`src/hw/rtl/vtr_pkg.sv`:
```
// ----------------------------------------------------------------------------
// vtr_pkg: shared types and constants for the visible tile range unit
// Widths of fields and internal pipeline words, register indexes, latency.
// ----------------------------------------------------------------------------
package vtr_pkg;

    localparam int CoordW   = 24;  // signed center
    localparam int SizeW    = 23;  // unsigned viewport size
    localparam int CfgW     = 16;  // every register
    localparam int CountW   = 17;  // signed count
    localparam int TwoTileW = 17;  // tile scaled by two
    localparam int Num1W    = 26;  // first dividend (edge magnitude)
    localparam int Num2W    = 25;  // second dividend (count numerator)
    localparam int WideW    = 28;  // clipping arithmetic
    localparam int StartW   = 27;  // signed start tile

    // Register stages through one axis pipe: entry, first divider,
    // remainder fixup, second divider, two clip stages.
    localparam int AxisLat = 1 + Num1W + 1 + Num2W + 2;

    typedef enum logic [1:0] {
        REG_TILE_WIDTH   = 2'd0,
        REG_TILE_HEIGHT  = 2'd1,
        REG_GRID_COLUMNS = 2'd2,
        REG_GRID_ROWS    = 2'd3
    } cfg_index_t;

    typedef struct packed {
        logic                     beyond;
        logic [CfgW-1:0]          first;
        logic signed [CountW-1:0] count;
    } axis_res_t;

endpackage

```
`src/hw/rtl/vtr_axis.sv`:
```
// ----------------------------------------------------------------------------
// vtr_axis: tile range along one axis
// Edge, floor division by the tile, remainder fold, count division, clipping.
// ----------------------------------------------------------------------------
module vtr_axis
    import vtr_pkg::*;
(
    input  logic                     clk,
    input  logic                     en,
    input  logic signed [CoordW-1:0] center,
    input  logic [SizeW-1:0]         size,
    input  logic [CfgW-1:0]          tile,
    input  logic [CfgW-1:0]          grid,
    output axis_res_t                res
);

    logic [TwoTileW-1:0] t2;
    assign t2 = {tile, 1'b0};

    // entry stage: edge scaled by two, made positive for the divider
    logic signed [Num1W-1:0] e2;
    logic [Num1W-1:0]        n1;
    assign e2 = {{(Num1W-CoordW-1){center[CoordW-1]}}, center, 1'b0}
              - $signed({{(Num1W-SizeW){1'b0}}, size});
    assign n1 = e2[Num1W-1]
              ? Num1W'(-e2 + $signed({{(Num1W-TwoTileW){1'b0}}, t2}) - Num1W'(1))
              : Num1W'(e2);

    logic [TwoTileW-1:0] r1_reg   [0:Num1W];
    logic [Num1W-1:0]    q1_reg   [0:Num1W];
    logic                neg_reg  [0:Num1W];
    logic [SizeW-1:0]    size_reg [0:Num1W];

    always_ff @(posedge clk)
    begin
        if (en)
        begin
            r1_reg[0]   <= '0;
            q1_reg[0]   <= n1;
            neg_reg[0]  <= e2[Num1W-1];
            size_reg[0] <= size;
        end
    end

    // first divider: one quotient bit per stage
    for (genvar k = 0; k < Num1W; k++)
    begin : g_div1
        logic [TwoTileW:0]   t;
        logic                ge;
        logic [TwoTileW-1:0] r_next;
        always_comb
        begin
            t      = {r1_reg[k], q1_reg[k][Num1W-1]};
            ge     = t >= {1'b0, t2};
            r_next = ge ? TwoTileW'(t - {1'b0, t2}) : t[TwoTileW-1:0];
        end
        always_ff @(posedge clk)
        begin
            if (en)
            begin
                r1_reg[k+1]   <= r_next;
                q1_reg[k+1]   <= {q1_reg[k][Num1W-2:0], ge};
                neg_reg[k+1]  <= neg_reg[k];
                size_reg[k+1] <= size_reg[k];
            end
        end
    end

    // fixup: signed start, position inside tile, folded offset, numerator
    logic signed [StartW-1:0] start_c;
    logic [TwoTileW-1:0]      m, tm, off2;
    logic [Num2W-1:0]         n2;
    always_comb
    begin
        start_c = neg_reg[Num1W] ? -$signed({1'b0, q1_reg[Num1W]})
                                 : $signed({1'b0, q1_reg[Num1W]});
        m    = neg_reg[Num1W] ? TwoTileW'(t2 - TwoTileW'(1) - r1_reg[Num1W])
                              : r1_reg[Num1W];
        tm   = TwoTileW'(t2 - m);
        off2 = (m < tm) ? m : tm;
        n2   = {size_reg[Num1W], 1'b0} + Num2W'(off2) + Num2W'(t2) - Num2W'(1);
    end

    logic [TwoTileW-1:0]      r2_reg [0:Num2W];
    logic [Num2W-1:0]         q2_reg [0:Num2W];
    logic signed [StartW-1:0] st_reg [0:Num2W];

    always_ff @(posedge clk)
    begin
        if (en)
        begin
            r2_reg[0] <= '0;
            q2_reg[0] <= n2;
            st_reg[0] <= start_c;
        end
    end

    // second divider: quotient only, remainder dropped at the end
    for (genvar k = 0; k < Num2W; k++)
    begin : g_div2
        logic [TwoTileW:0]   t;
        logic                ge;
        logic [TwoTileW-1:0] r_next;
        always_comb
        begin
            t      = {r2_reg[k], q2_reg[k][Num2W-1]};
            ge     = t >= {1'b0, t2};
            r_next = ge ? TwoTileW'(t - {1'b0, t2}) : t[TwoTileW-1:0];
        end
        always_ff @(posedge clk)
        begin
            if (en)
            begin
                r2_reg[k+1] <= r_next;
                q2_reg[k+1] <= {q2_reg[k][Num2W-2:0], ge};
                st_reg[k+1] <= st_reg[k];
            end
        end
    end

    // clip A: beyond check, move a negative start to zero and shorten the count by it
    logic signed [WideW-1:0] st_w, cnt_w, g_w;
    logic signed [WideW-1:0] st1_reg, cnt1_reg;
    logic                    beyond_reg;
    always_comb
    begin
        st_w  = WideW'(st_reg[Num2W]);
        cnt_w = $signed({{(WideW-Num2W){1'b0}}, q2_reg[Num2W]});
        g_w   = $signed({{(WideW-CfgW){1'b0}}, grid});
    end

    always_ff @(posedge clk)
    begin
        if (en)
        begin
            beyond_reg <= st_w >= g_w;
            if (st_w < 0)
            begin
                cnt1_reg <= cnt_w + st_w;
                st1_reg  <= '0;
            end
            else
            begin
                cnt1_reg <= cnt_w;
                st1_reg  <= st_w;
            end
        end
    end

    // clip B: grid edge, grid size, lower saturation
    logic signed [WideW-1:0] c2, c3, c4;
    always_comb
    begin
        c2 = (st1_reg + cnt1_reg > g_w) ? g_w - st1_reg : cnt1_reg;
        c3 = (c2 > g_w) ? g_w : c2;
        c4 = (c3 < -WideW'(65536)) ? -WideW'(65536) : c3;
    end

    always_ff @(posedge clk)
    begin
        if (en)
        begin
            res.beyond <= beyond_reg;
            res.first  <= st1_reg[CfgW-1:0];
            res.count  <= c4[CountW-1:0];
        end
    end

endmodule

```
`config.mk`:
```
export PLATFORM = sky130hd
export DESIGN_NAME = vtr_axis
export DESIGN_NICKNAME = d
export VERILOG_FILES = /design/src/hw/rtl/vtr_pkg.sv /design/src/hw/rtl/vtr_axis.sv
export SDC_FILE = /design/constraint.sdc
export NUM_CORES = 2
export LEC_CHECK = 0
export ABC_CLOCK_PERIOD_IN_PS = 13700
export BUFFER_PORTS_ARGS = -buffer_cell sky130_fd_sc_hd__clkbuf_2
export CORE_ASPECT_RATIO = 0.6
export CORE_MARGIN = 2
export CORE_UTILIZATION = 40
export DETAILED_ROUTE_END_ITERATION = 10
export HOLD_SLACK_MARGIN = 0.06
export SLEW_MARGIN = 10
export SYNTH_ARGS = -nofsm -noshare
export SYNTH_HDL_FRONTEND = slang
export SYNTH_SLANG_ARGS = --single-unit
```
`constraint.sdc`:
```
create_clock -name clk -period 13.7 [get_ports clk]
set_clock_uncertainty 0.15 [all_clocks]
set_input_delay 0.685 -clock clk [delete_from_list [all_inputs] [get_ports clk]]
set_output_delay 0.685 -clock clk [all_outputs]
set_load 0.02 [all_outputs]
```
* Word-level counts from Yosys, hierarchy flattened *
Memory sizes are Yosys's and may differ from the RTL's.
Cells that the tools add are included.

operators by class
  add/subtract/negate cells = 65
  multiply operators = 0
  divide/modulo/power cells = 0
  order comparisons = 57
  equal/unequal tests = 0
  shift-type cells = 0
  multiplexer cells = 60
  bitwise logic cells = 0
  reductions and logical operators = 0

operators by type and width
  kind                                                  count
  greater-or-equal comparator 18 x 17 -> 1 bit          51
  2-to-1 mux 17 bit                                     53
  subtractor 17 bit                                     53
  > comparator 28 x 17 -> 1 bit                         2
  2-to-1 mux 28 bit                                     2
  adder 26 x 27 -> 28 bit                               1
  adder 27 x 28 -> 28 bit                               1
  < comparator 28 x 17 -> 1 bit, second input constant  1
  subtractor 17 x 27 -> 28 bit                          1
  greater-or-equal comparator 27 x 17 -> 1 bit          1
  < comparator 27 x 1 -> 1 bit, second input constant   1
  2-to-1 mux 27 bit                                     1
  negator 26 -> 27 bit                                  1
  adder 26 x 18 -> 26 bit                               1
  2-to-1 mux 26 bit                                     1
  negator 26 bit                                        1
  subtractor 25 x 24 -> 26 bit                          1
  subtractor 26 x 2 -> 26 bit, second input constant    1
  adder 24 x 17 -> 25 bit                               1
  adder 25 x 17 -> 25 bit                               1
  2-to-1 mux 25 bit                                     1
  subtractor 25 x 1 -> 25 bit, second input constant    1
  < comparator 17 bit                                   1
  subtractor 17 x 1 -> 17 bit, second input constant    1
  2-to-1 mux 1 bit                                      2

storage, ports and cells
  register bits after elaboration = 90
  bits in latches = 0
  memory bits (writable) = 3603
  bits in read-only memories = 0
  bits of input ports = 81
  output and inout bits = 34
  word-level logic and storage cells = 196
  memories = 7

memory list
  memory       depth  width  rd ports  clocked after Yosys merged registers in  wr ports  line            RTL
  q1_reg       27     26     27        0                                        27        vtr_axis.sv:30  logic [Num1W-1:0] q1_reg [0:Num1W];
  st_reg       26     27     26        0                                        26        vtr_axis.sv:86  logic signed [StartW-1:0] st_reg [0:Num2W];
  q2_reg       26     25     26        0                                        26        vtr_axis.sv:85  logic [Num2W-1:0] q2_reg [0:Num2W];
  size_reg     27     23     27        0                                        27        vtr_axis.sv:32  logic [SizeW-1:0] size_reg [0:Num1W];
  r1_reg       27     17     27        0                                        27        vtr_axis.sv:29  logic [TwoTileW-1:0] r1_reg [0:Num1W];
  r2_reg       26     17     25        0                                        26        vtr_axis.sv:84  logic [TwoTileW-1:0] r2_reg [0:Num2W];
  +1 memories  -      -      -         -                                        -         -

* Logic depth before layout (Yosys ltp) *
  word-level depth = 9
  gate-level depth with buffers = 47
  mapped depth without buffers = 46

* Worst setup path before layout *
OpenSTA, ideal clock, no wires.

  path kind = input to register
  start = input tile[1]
  end = memory q2_reg[0][23], data pin
  library setup time = 0.262 ns
  arrival = 9.339 ns
  data required time = 13.288 ns
  path slack = 3.949 ns
  cell stages on the path = 41
  buffers on the path = 1
  cell sequence = inv_1 -> fa_1 -> nor2b_1 -> o31ai_1 -> a21oi_1 -> o21ai_0 -> a21oi_1 -> o21a_1 -> o21a_1 -> o21ai_0 -> and2_1 -> a221o_1 -> inv_1 -> ha_1 -> nand2_1 -> o32ai_1 -> o31a_1 -> nor2_1 -> [5 not listed] -> nand3_1 -> clkbuf_1 -> mux2_2 -> ha_1 -> fa_1 -> inv_1 -> ha_1 -> a21o_1 -> a21oi_1 -> o21ai_0 -> a211oi_1 -> o31a_1 -> a21o_1 -> o21ai_0 -> or4_1 -> a31oi_1 -> a21oi_1 -> xor2_1

RTL lines
  what             line            RTL
  start, declared  vtr_axis.sv:12  input logic [CfgW-1:0] tile,
  end, declared    vtr_axis.sv:85

==> flow_results.xml <==
<?xml version="1.0" encoding="UTF-8"?>
<metrics>
  <group name="sta">
    <metric name="clock.fmax" unit="GHz">0.0956</metric>
    <metric name="timing.setup.tns" unit="ns">0</metric>
    <metric name="endpoints_failing_hold" unit="">0</metric>
    <metric name="grt_setup_unrepaired" unit="">false</metric>
    <metric name="timing_max_transition_violations_final" unit="">0</metric>
    <metric name="max-slew-margin-rel" unit="%">19.4</metric>
    <metric name="post-route-worst-setup-slack" unit="ns">3.24</metric>
    <metric name="final_period_demand_of_the_worst_path" unit="ns">10.46</metric>
    <metric name="setup_viol" unit="">0</metric>
    <metric name="finalCritPeriodShare" unit="%">76.3</metric>
    <metric name="worst_pin_slew" unit="ns">1.20</metric>
  </group>
  <group name="floorplanning">
    <metric name="core_area" unit="sq um">414000</metric>
    <metric name="die_area" unit="sq um">420000</metric>
    <metric name="rows" unit="">183</metric>
    <metric name="die-width" unit="um">835</metric>
    <metric name="initial_cell_density_of_the_core" unit="%">40.1</metric>
    <metric name="pin_count" unit="">115</metric>
    <metric name="floorplan.die.height" unit="um">503</metric>
  </group>
  <group name="place">
    <metric name="globalplace.congestion" unit="">0.873</metric>
    <metric name="hpwl" unit="um">231000</metric>
    <metric name="numPlacedInstances" unit="">17200</metric>
    <metric name="placement.io_buffers" unit="">114</metric>
    <metric name="preCtsSetupSlack" unit="ns">2.41</metric>
  </group>
  <group name="logic_synthesis">
    <metric name="postSynth.asyncResetShare" unit="%">0</metric>
    <metric name="yosys.area_share.xor_xnor" unit="%">2.74</metric>
    <metric name="synth_sequential_area_ratio" unit="%">65.9</metric>
    <metric name="post_synth_and_or_nand_nor_area_fraction" unit="%">7.92</metric>
    <metric name="yosys-top-cells-area" unit="">sky130_fd_sc_hd__edfxtp_1, sky130_fd_sc_hd__ha_1, sky130_fd_sc_hd__mux2_2</metric>
    <metric name="synth_compound_gate_area_share" unit="%">7.90</metric>
    <metric name="synth_adder_area_share" unit="%">8.61</metric>
    <metric name="largest_family_of_logic_cells_by_synthesized_area" unit="">adder cells</metric>
    <metric name="synth_largest_area_cell" unit="">sky130_fd_sc_hd__edfxtp_1</metric>
    <metric name="yosysWarnings" unit="">0</metric>
    <metric name="synthDominantCellAreaShare" unit="%">65.9</metric>
    <metric name="average_size_of_a_mapped_cell" unit="sq um">14.4</metric>
    <metric name="synth_mux_area_share" unit="%">4.87</metric>
    <metric name="synth_ff_type" unit="">sky130_fd_sc_hd__edfxtp_1</metric>
    <metric name="ys_seq_elements" unit="">3642</metric>
    <metric name="post_synth_instance_area" unit="sq um">166000</metric>
    <metric name="synth_cell_type_count" unit="">94</metric>
    <metric name="synth_edf_count" unit="">3642</metric>
    <metric name="netlist_instances" unit="">11600</metric>
  </group>
  <group name="worst_setup_path">
    <metric name="crit_path_start" unit="">r1_reg[1][171]</metric>
    <metric name="critPathCaptureType" unit="">register</metric>
    <metric name="r2r_end" unit="">q2_reg[0][24]</metric>
    <metric name="critical_path_start_end_classification" unit="">reg -&gt; reg</metric>
    <metric name="cp.required" unit="ns">14.22</metric>
    <metric name="timing.reg2reg.worst_path_depth" unit="">44</metric>
    <metric name="critical_path_peak_fanout" unit="">23</metric>
    <metric name="worst_ep_arrival_time" unit="ns">10.97</metric>
    <metric name="cp_slowest_cell" unit="">sky130_fd_sc_hd__nand3_1</metric>
    <metric name="setup.reg_to_reg.worst_slack" unit="ns">3.24</metric>
    <metric name="worst_setup_path_start_kind" unit="">register</metric>
    <metric name="reg2reg_from" unit="">r1_reg[1][171]</metric>
    <metric name="slowest_delay" unit="ns">0.73</metric>
  </group>
  <group name="clock_tree">
    <metric name="clock-root-buffer" unit="">sky130_fd_sc_hd__clkbuf_16</metric>
    <metric name="h-tree-depth" unit="">5</metric>
    <metric name="number_of_gates_resized_after_cts" unit="">0</metric>
    <metric name="tritoncts.num_buffers" unit="">339</metric>
    <metric name="clock_slew_seen_by_the_registers_of_the_worst_setup_and_hold_paths" unit="ns">0.07</metric>
    <metric name="worstSkewPairLatency" unit="ns">0.95</metric>
    <metric name="clk_path_buf_depth" unit="">4</metric>
    <metric name="cts.sinks" unit="">3642</metric>
    <metric name="cts_tree" unit="">built</metric>
  </group>
  <group name="final_layout">
    <metric name="finish.utilization" unit="%">44.8</metric>
    <metric name="mostFrequentLayoutCells" unit="">sky130_fd_sc_hd__edfxtp_1, sky130_fd_sc_hd__ha_1, sky130_fd_sc_hd__nor2_1</metric>
    <metric name="layout.cells.most_common" unit="">sky130_fd_sc_hd__edfxtp_1</metric>
    <metric name="nFillCells" unit="">36500</metric>
    <metric name="design.final.nets" unit="">13200</metric>
    <metric name="finish.cell_count_without_fillers" unit="">17800</metric>
    <metric name="layout-drive-gt1-share" unit="%">11.5</metric>
    <metric name="area_growth_syn_to_layout" unit="%">11.6</metric>
  </group>
  <group name="routing">
    <metric name="viasPerCell" unit="">5.17</metric>
    <metric name="postRouteAntennaNets" unit="">0</metric>
    <metric name="vias" unit="">92300</metric>
    <metric name="drt_first_pass_iters" unit="">6</metric>
    <metric name="number_of_drc_violations_after_detailed_routing" unit="">0</metric>
    <metric name="detailedRoute.firstIterationViolations" unit="">9398</metric>
    <metric name="detail_route.wl_per_cell" unit="um">19.2</metric>
    <metric name="routed_wl" unit="um">343000</metric>
  </group>
  <group name="power_and_ir_drop">
    <metric name="post-layout-total-power" unit="mW">41.5</metric>
    <metric name="power.density_cell_area" unit="nW/um^2">224</metric>
    <metric name="leakagePower" unit="nW">68.4</metric>
    <metric name="worst_ir_drop_vdd" unit="mV">0.299</metric>
  </group>
  <group name="worst_hold_path">
    <metric name="worst_min_delay_path_category" unit="">in -&gt; reg</metric>
    <metric name="worstHoldEndpoint" unit="">res[8]</metric>
    <metric name="hp-start" unit="">grid[8]</metric>
    <metric name="min_path_cells" unit="">3</metric>
  </group>
  <group name="global_route">
    <metric name="use_met3" unit="%">2.33</metric>
    <metric name="globalRouteMet1Util" unit="%">26.9</metric>
    <metric name="via_count_of_the_first_global_routing_pass" unit="">85500</metric>
    <metric name="grt_overflow" unit="">0</metric>
    <metric name="busiest_layer" unit="">met1</metric>
    <metric name="antenna_violations_before_repair" unit="">18</metric>
    <metric name="grt_max_degree" unit="">197</metric>
    <metric name="gr-usage-met2" unit="%">21.0</metric>
    <metric name="grt_pass1_wl" unit="um">521000</metric>
    <metric name="track_usage" unit="%">15.8</metric>
  </group>
  <group name="job">
    <metric name="maxCapViolCount" unit="">0</metric>
  </group>
  <group name="outcome">
    <metric name="status" unit="">complete, no violations</metric>
  </group>
</metrics>
[worst max-delay path, delay by kind of cell (launching register included)]
| family | cells | cell delay, ns |
|---|---|---|
| AOI/OAI and AO/OA | 20 | 4.53 |
| DFF | 1 | 0.40 |
| xor gates and xnor gates | 2 | 0.37 |
| adders and majority gates | 7 | 1.97 |
| buffers and inverters | 4 | 0.31 |
| muxes | 1 | 0.55 |
| and+or+nand+nor | 10 | 2.00 |
[worst max-delay path by stage]
stage	slack, ns	end	cells after the start
after floorplan	3.95	q2_reg[0][23]	41
after global placement	2.52	q2_reg[0][22]	42
after detailed placement	2.41	q2_reg[0][24]	43
after CTS	3.30	q2_reg[0][24]	43
after global routing	2.38	q2_reg[0][24]	42
final	3.24	q2_reg[0][24]	44
[timing repair]
action	in CTS	in global routing
hold endpoints to repair	25	0
buffers inserted	0	0
hold buffers	24	0
[synthesized netlist by cell type (all sizes together) (71+ instances only)]
cell    count
clkbuf     76
fa         71
a21boi    217
xor2      151
nand2     626
xnor2     368
nor3      301
nor2b     220
mux2      596
nand2b     80
a21o      153
nor2      786
o21ai     537
o21a       76
ha       1028
nand4     151
edfxtp   3642
a21oi     389
inv       724
a31oi      79
mux2i     135
or3        96
nor4       85
o31ai      72
nand3     114
[metal layers]
metal / part of all wire, % / wire, um / vias to the layer above
met3: 6.2 / 21100 / 401
met4: 1.7 / 5910 / 0
met1: 54 / 185000 / 44500
met5: 0 / 0 / -
li1: - / - / 45000
met2: 38 / 131000 / 2388
[cell type report]
type | count | area (sq um) | share of cell area, %
flip-flops and latches | 3642 | 109000 | 59.1
clock inverters | 199 | 2180 | 1.18
multi-input cells | 7069 | 53400 | 28.8
repair buffers | 231 | 1700 | 0.920
clock buffers | 410 | 8830 | 4.77
inverters | 726 | 2740 | 1.48
well taps | 5550 | 6940 | 3.75
diodes | 7 | 17.5 | 0.00946
[cell families after synthesis]
logic type      after synthesis
simple gates               2709
compound gates             1993
mux                         731
buf+inv                     862
fa+ha+maj                  1099
other cells                   1
xor+xnor                    519
flops                      3642
[metrics by stage]
stage                     instance area [sq um]  hold WS, ns
after detailed placement                 174000        0.255
final                                    185000        0.148
after global routing                     185000        0.123
after floorplan                          166000        0.250
after CTS                                185000       0.0648
after global placement                   174000        0.250
[power by group]
part / total (mW) / internal (mW) / switching [mW] / leakage, nW
logic: 15.7 / 7.17 / 8.53 / 27.5
registers: 16.3 / 15.2 / 1.09 / 35.6
clock network: 9.45 / 5.29 / 4.16 / 5.30
total: 41.5 / 27.7 / 13.8 / 68.4
(Power assumes the default switching activity.)
